## src/design/smeu_pkg.sv

```systemverilog
// Shared types and constants for the stack machine execute unit.
// No dependencies; used by the controller, datapath and top level.
package smeu_pkg;

    localparam int OP_W    = 5;
    localparam int WORD_W  = 32;
    localparam int TGT_W   = 12;
    localparam int ERR_W   = 3;
    localparam int DEPTH_W = 7;

    typedef enum logic [OP_W-1:0] {
        OP_PUSH = 5'd0, OP_ADD = 5'd1, OP_SUB = 5'd2, OP_MUL = 5'd3, OP_DIV = 5'd4,
        OP_EQ = 5'd5, OP_NE = 5'd6, OP_NOT = 5'd7, OP_GT = 5'd8, OP_LT = 5'd9,
        OP_GE = 5'd10, OP_LE = 5'd11, OP_PICK = 5'd12, OP_BRZ = 5'd13,
        OP_JMP = 5'd14, OP_MGET = 5'd15, OP_MSET = 5'd16, OP_PRINT = 5'd17,
        OP_PRINTLN = 5'd18
    } op_t;

    typedef enum logic [ERR_W-1:0] {
        ERR_NONE = 3'd0, ERR_OVERFLOW = 3'd1, ERR_UNDERFLOW = 3'd2,
        ERR_STORE = 3'd3, ERR_DIVZERO = 3'd4
    } err_t;

    // Controller to datapath commands.
    typedef struct packed {
        logic capture;   // latch input item, issue reads of top and below-top
        logic fetch;     // latch read data (and pick / store operands)
        logic pick_rd;   // issue read of picked entry
        logic div_start; // launch divider
        logic finish;    // compute result, update state, load output
    } cmd_t;

    // Datapath to controller status.
    typedef struct packed {
        logic is_div;
        logic is_pick_ok;
        logic div_done;
    } sts_t;

endpackage

```

## src/design/smeu_ctrl.sv

```systemverilog
// Sequencing state machine of the execute unit.
// Depends on smeu_pkg.
module smeu_ctrl (
    input  logic            aclk,
    input  logic            aresetn,
    input  logic            in_xfer,
    input  logic            out_free,
    input  smeu_pkg::sts_t  sts,
    output logic            in_ready,
    output smeu_pkg::cmd_t  cmd
);
    typedef enum logic [5:0] {
        S_IDLE = 6'b000001, S_READ = 6'b000010, S_DECIDE = 6'b000100,
        S_PICK = 6'b001000, S_DIV  = 6'b010000, S_DONE = 6'b100000
    } state_t;

    state_t state_reg, state_next;

    always_comb begin
        state_next = state_reg;
        cmd        = '0;
        in_ready   = 1'b0;
        unique case (state_reg)
            S_IDLE: begin
                in_ready = 1'b1;
                if (in_xfer) begin
                    cmd.capture = 1'b1;
                    state_next  = S_READ;
                end
            end
            S_READ: begin
                cmd.fetch  = 1'b1;
                state_next = S_DECIDE;
            end
            S_DECIDE: begin
                if (sts.is_div) begin
                    cmd.div_start = 1'b1;
                    state_next    = S_DIV;
                end else if (sts.is_pick_ok) begin
                    cmd.pick_rd = 1'b1;
                    state_next  = S_PICK;
                end else begin
                    state_next = S_DONE;
                end
            end
            S_PICK: state_next = S_DONE;
            S_DIV: if (sts.div_done) begin
                state_next = S_DONE;
            end
            S_DONE: if (out_free) begin
                cmd.finish = 1'b1;
                state_next = S_IDLE;
            end
            default: state_next = S_IDLE;
        endcase
    end

    always_ff @(posedge aclk) begin
        if (!aresetn) begin
            state_reg <= S_IDLE;
        end else begin
            state_reg <= state_next;
        end
    end

    assert property (@(posedge aclk) disable iff (!aresetn)
        in_xfer |=> state_reg == S_READ)
        else $error("capture did not advance to read");
    assert property (@(posedge aclk) disable iff (!aresetn)
        cmd.finish |=> state_reg == S_IDLE)
        else $error("finish did not return to idle");
    assert property (@(posedge aclk) disable iff (!aresetn)
        $onehot0({cmd.capture, cmd.finish, cmd.div_start, cmd.pick_rd, cmd.fetch}))
        else $error("overlapping commands");
endmodule

```

## config.mk

```make
export PLATFORM = sky130hd
export DESIGN_NAME = smeu_ctrl
export DESIGN_NICKNAME = d
export VERILOG_FILES = /design/src/design/smeu_pkg.sv /design/src/design/smeu_ctrl.sv
export SDC_FILE = /design/constraint.sdc
export NUM_CORES = 1
export LEC_CHECK = 0
export ABC_CLOCK_PERIOD_IN_PS = 4370
export BUFFER_PORTS_ARGS = -buffer_cell sky130_fd_sc_hd__buf_2
export CORE_MARGIN = 5
export CORE_UTILIZATION = 30
export CTS_CLUSTER_DIAMETER = 80
export DETAILED_ROUTE_END_ITERATION = 6
export HOLD_SLACK_MARGIN = 0.12
export MAX_ROUTING_LAYER = met4
export PLACE_DENSITY = 0.61
export SETUP_SLACK_MARGIN = 0.02
export SKIP_LAST_GASP = 1
export SLEW_MARGIN = 20
export SYNTH_ARGS = -nofsm -noshare
export SYNTH_HDL_FRONTEND = slang
export SYNTH_SLANG_ARGS = --single-unit
```

## constraint.sdc

```tcl
create_clock -name aclk -period 4.37 [get_ports aclk]
set_input_delay 0.6555 -clock aclk [delete_from_list [all_inputs] [get_ports aclk]]
set_output_delay 0.6555 -clock aclk [all_outputs]
set_load 0.03 [all_outputs]
```

==> reports/metrics.cfg <==
[run_status]
status = finished, final reports clean

[cts]
postCtsSetupBuffers = 0
cts_buffers = 3
h-tree-depth = 1
cts_hold_buf = 0
clk_path_buf_depth = 2
cts-root-buf = clkbuf_4
cts_resized = 0
cts_sinks = 6
cts_tree = done
clk_latency_ps = 250
clk_pin_slew_ps = 40

[power]
powerDensity_nw_per_um2 = 582.5
p_leak_nw = 0.2317
total_power_uw = 279.1
ir_drop_mv = 0.2209

[layout]
fin_cells = 76
finish.utilization = 0.3729
synthToLayoutAreaGrowth_pct = 18.58
largest_reg_flops = 6
layout.nets = 70
antennaDiodeCount = 0
layout-drive-gt1-share = 0.3443

[logic_synthesis]
synth_top_area_share = 0.2972
ys_seq_area_frac = 0.2972
synth-edff-count = 0
synth_seq_cells = 6
synth_top_family_by_area = simple AND/OR/NAND/NOR gates
synth_flop_cell = dfxtp_1
synth-compound-area-share = 0.1084
syn-mean-instance-area_um2 = 8.248
synth_fp_nets = 56
synth_cell_type_count = 28
async_flop_share = 0
synthXorXnorAreaFrac = 0.04334
synth_simple_gate_area_frac = 0.4768
synth_fa_ha_area_frac = 0
syn_inst = 49
synth_area_um2 = 404.1
muxShareOfSynthArea = 0
yosys_warnings = 0
synthTopCellsByArea = dfxtp_1 (30%), nor2_1 (6.5%), nand3b_1 (5.6%)
synth.cells.most_frequent = nor2_1 (7), dfxtp_1 (6), and3_1 (3), nand3b_1 (3)
synth.largest_area_cell = dfxtp_1
yosysMostFrequentCell = nor2_1

[grt]
grt_usage = 0.1071
grt_overflow = 0
antenna_found_initial = 0
grt_pass1_vias = 356
grt_max_degree = 11
grt_pass1_wl_um = 1518

[sta]
final_max_slew_viol_count = 0
period_needed_ps = 2338
fmax_ghz = 0.4277
setup_viol = 0
hold_viol = 0
finalCritPeriodShare = 0.5351
slew-limit-headroom = 0.7592
rsz0062_at_grt = false
setup_tns_ps = 0
finalClockSkew_ps = 1.270
worst_pin_slew_ps = 358.5

[critical_path]
cp_cell_sequence = or4_4, nor2_1, and2_1, buf_2
cpMaxStageDelayCell = or4_4
crit_fanout = 10
r2r_start = state_reg[2]
ff2ff_setup_slack_ps = 2420
critPathBufInv = 1
critPathKind = flip-flop to output pin
arrival_ps = 1680
end_kind = output pin
r2r_cells = 4
required_ps = 3710
r2r_end = state_reg[1]
cp-start-kind = flip-flop
critical-path-max-stage-delay_ps = 560
cp_top_family = simple AND/OR/NAND/NOR gates

[die]
die_y_um = 46.71
start_util = 0.3145
core-area_um2 = 1285
ioPinCount = 13
dieArea_um2 = 2181
die_w_um = 46.71
rows = 13

[drt]
drt-wirelength-per-cell_um = 12.13
drtIter0Drc = 6
viasPerCell = 5.145
num_vias = 391
drt_first_pass_iters = 4
drc_errors = 0
wl_um = 922
antenna_left = 0

[hold_path]
hold_depth = 2
hold_path.class = flip-flop to flip-flop
hold_end = state_reg[4]
min_from = state_reg[2]

[job]
maxCapViolations = 0

[placed_design]
portBuffers = 12
place_congestion = 0.7266
placed_cells = 73
dpl.hpwl_um = 739.7

-- placed cells by master (no fill, tap or decap), drive strengths merged, types with 2 or more instances in the layout --
cell type	n
and3	5
o211ai	2
dfxtp	6
clkbuf	3
nor2	7
nor3	2
o21ai	2
nand2	2
nand3	2
buf	12
nand3b	3
-- worst max path at each step --
stage	startpoint	end	slack, ps	cells after the start
after floorplan	state_reg[2]	cmd[4]	1920	4
after global placement	state_reg[2]	cmd[4]	2330	4
after detailed placement	state_reg[2]	cmd[4]	2290	4
after CTS	state_reg[2]	cmd[4]	2030	4
after global routing	state_reg[0]	cmd[2]	1880	4
final	state_reg[2]	cmd[4]	2030	4
-- stage by stage --
step	area, µm²	setup slack (ps)	hold slack [ps]
2_1_floorplan	404.1	1919	577.7
3_3_place_gp	456.7	2326	634.4
3_5_place_dp	456.7	2291	656.9
4_1_cts	479.2	2031	663.4
5_1_grt	479.2	1880	680.5
6_report	479.2	2032	657.6
-- power breakdown --
group,internal (mW),switching (mW)
logic,0.0600,0.0795
registers,0.0681,0.0209
clock network,0.0310,0.0195
total,0.159,0.120
-- cells by family after synthesis --
| kind of cell | Yosys count |
|---|---|
| AND/OR/NAND/NOR | 30 |
| flip-flops | 6 |
| XOR/XNOR | 2 |
| AO/OA/AOI/OAI | 7 |
| buffers and inverters | 4 |
-- worst reg2reg max path: stages (launching register included) --
cell,delay [ps]
dfxtp_1,380
or4_4,560
or4b_4,500
and3_4,200
and3_1,180
-- layer usage --
layer	up-vias	global-route usage	wire length, µm
met5	-	-	0
met4	0	0.08287	29
met3	4	0.03516	46
met2	7	0.1429	433
met1	172	0.1296	414
li1	208	-	-
-- area by class of cell --
class	count	area, µm²
fillers	138	805.8
multi-input cells	39	254.0
flip-flops and latches	6	120.1
repair buffers	12	60.06
clock buffers	3	22.52
well taps	15	18.77
inverters	1	3.754
No activity file was read; power rests on OpenSTA's default activity.
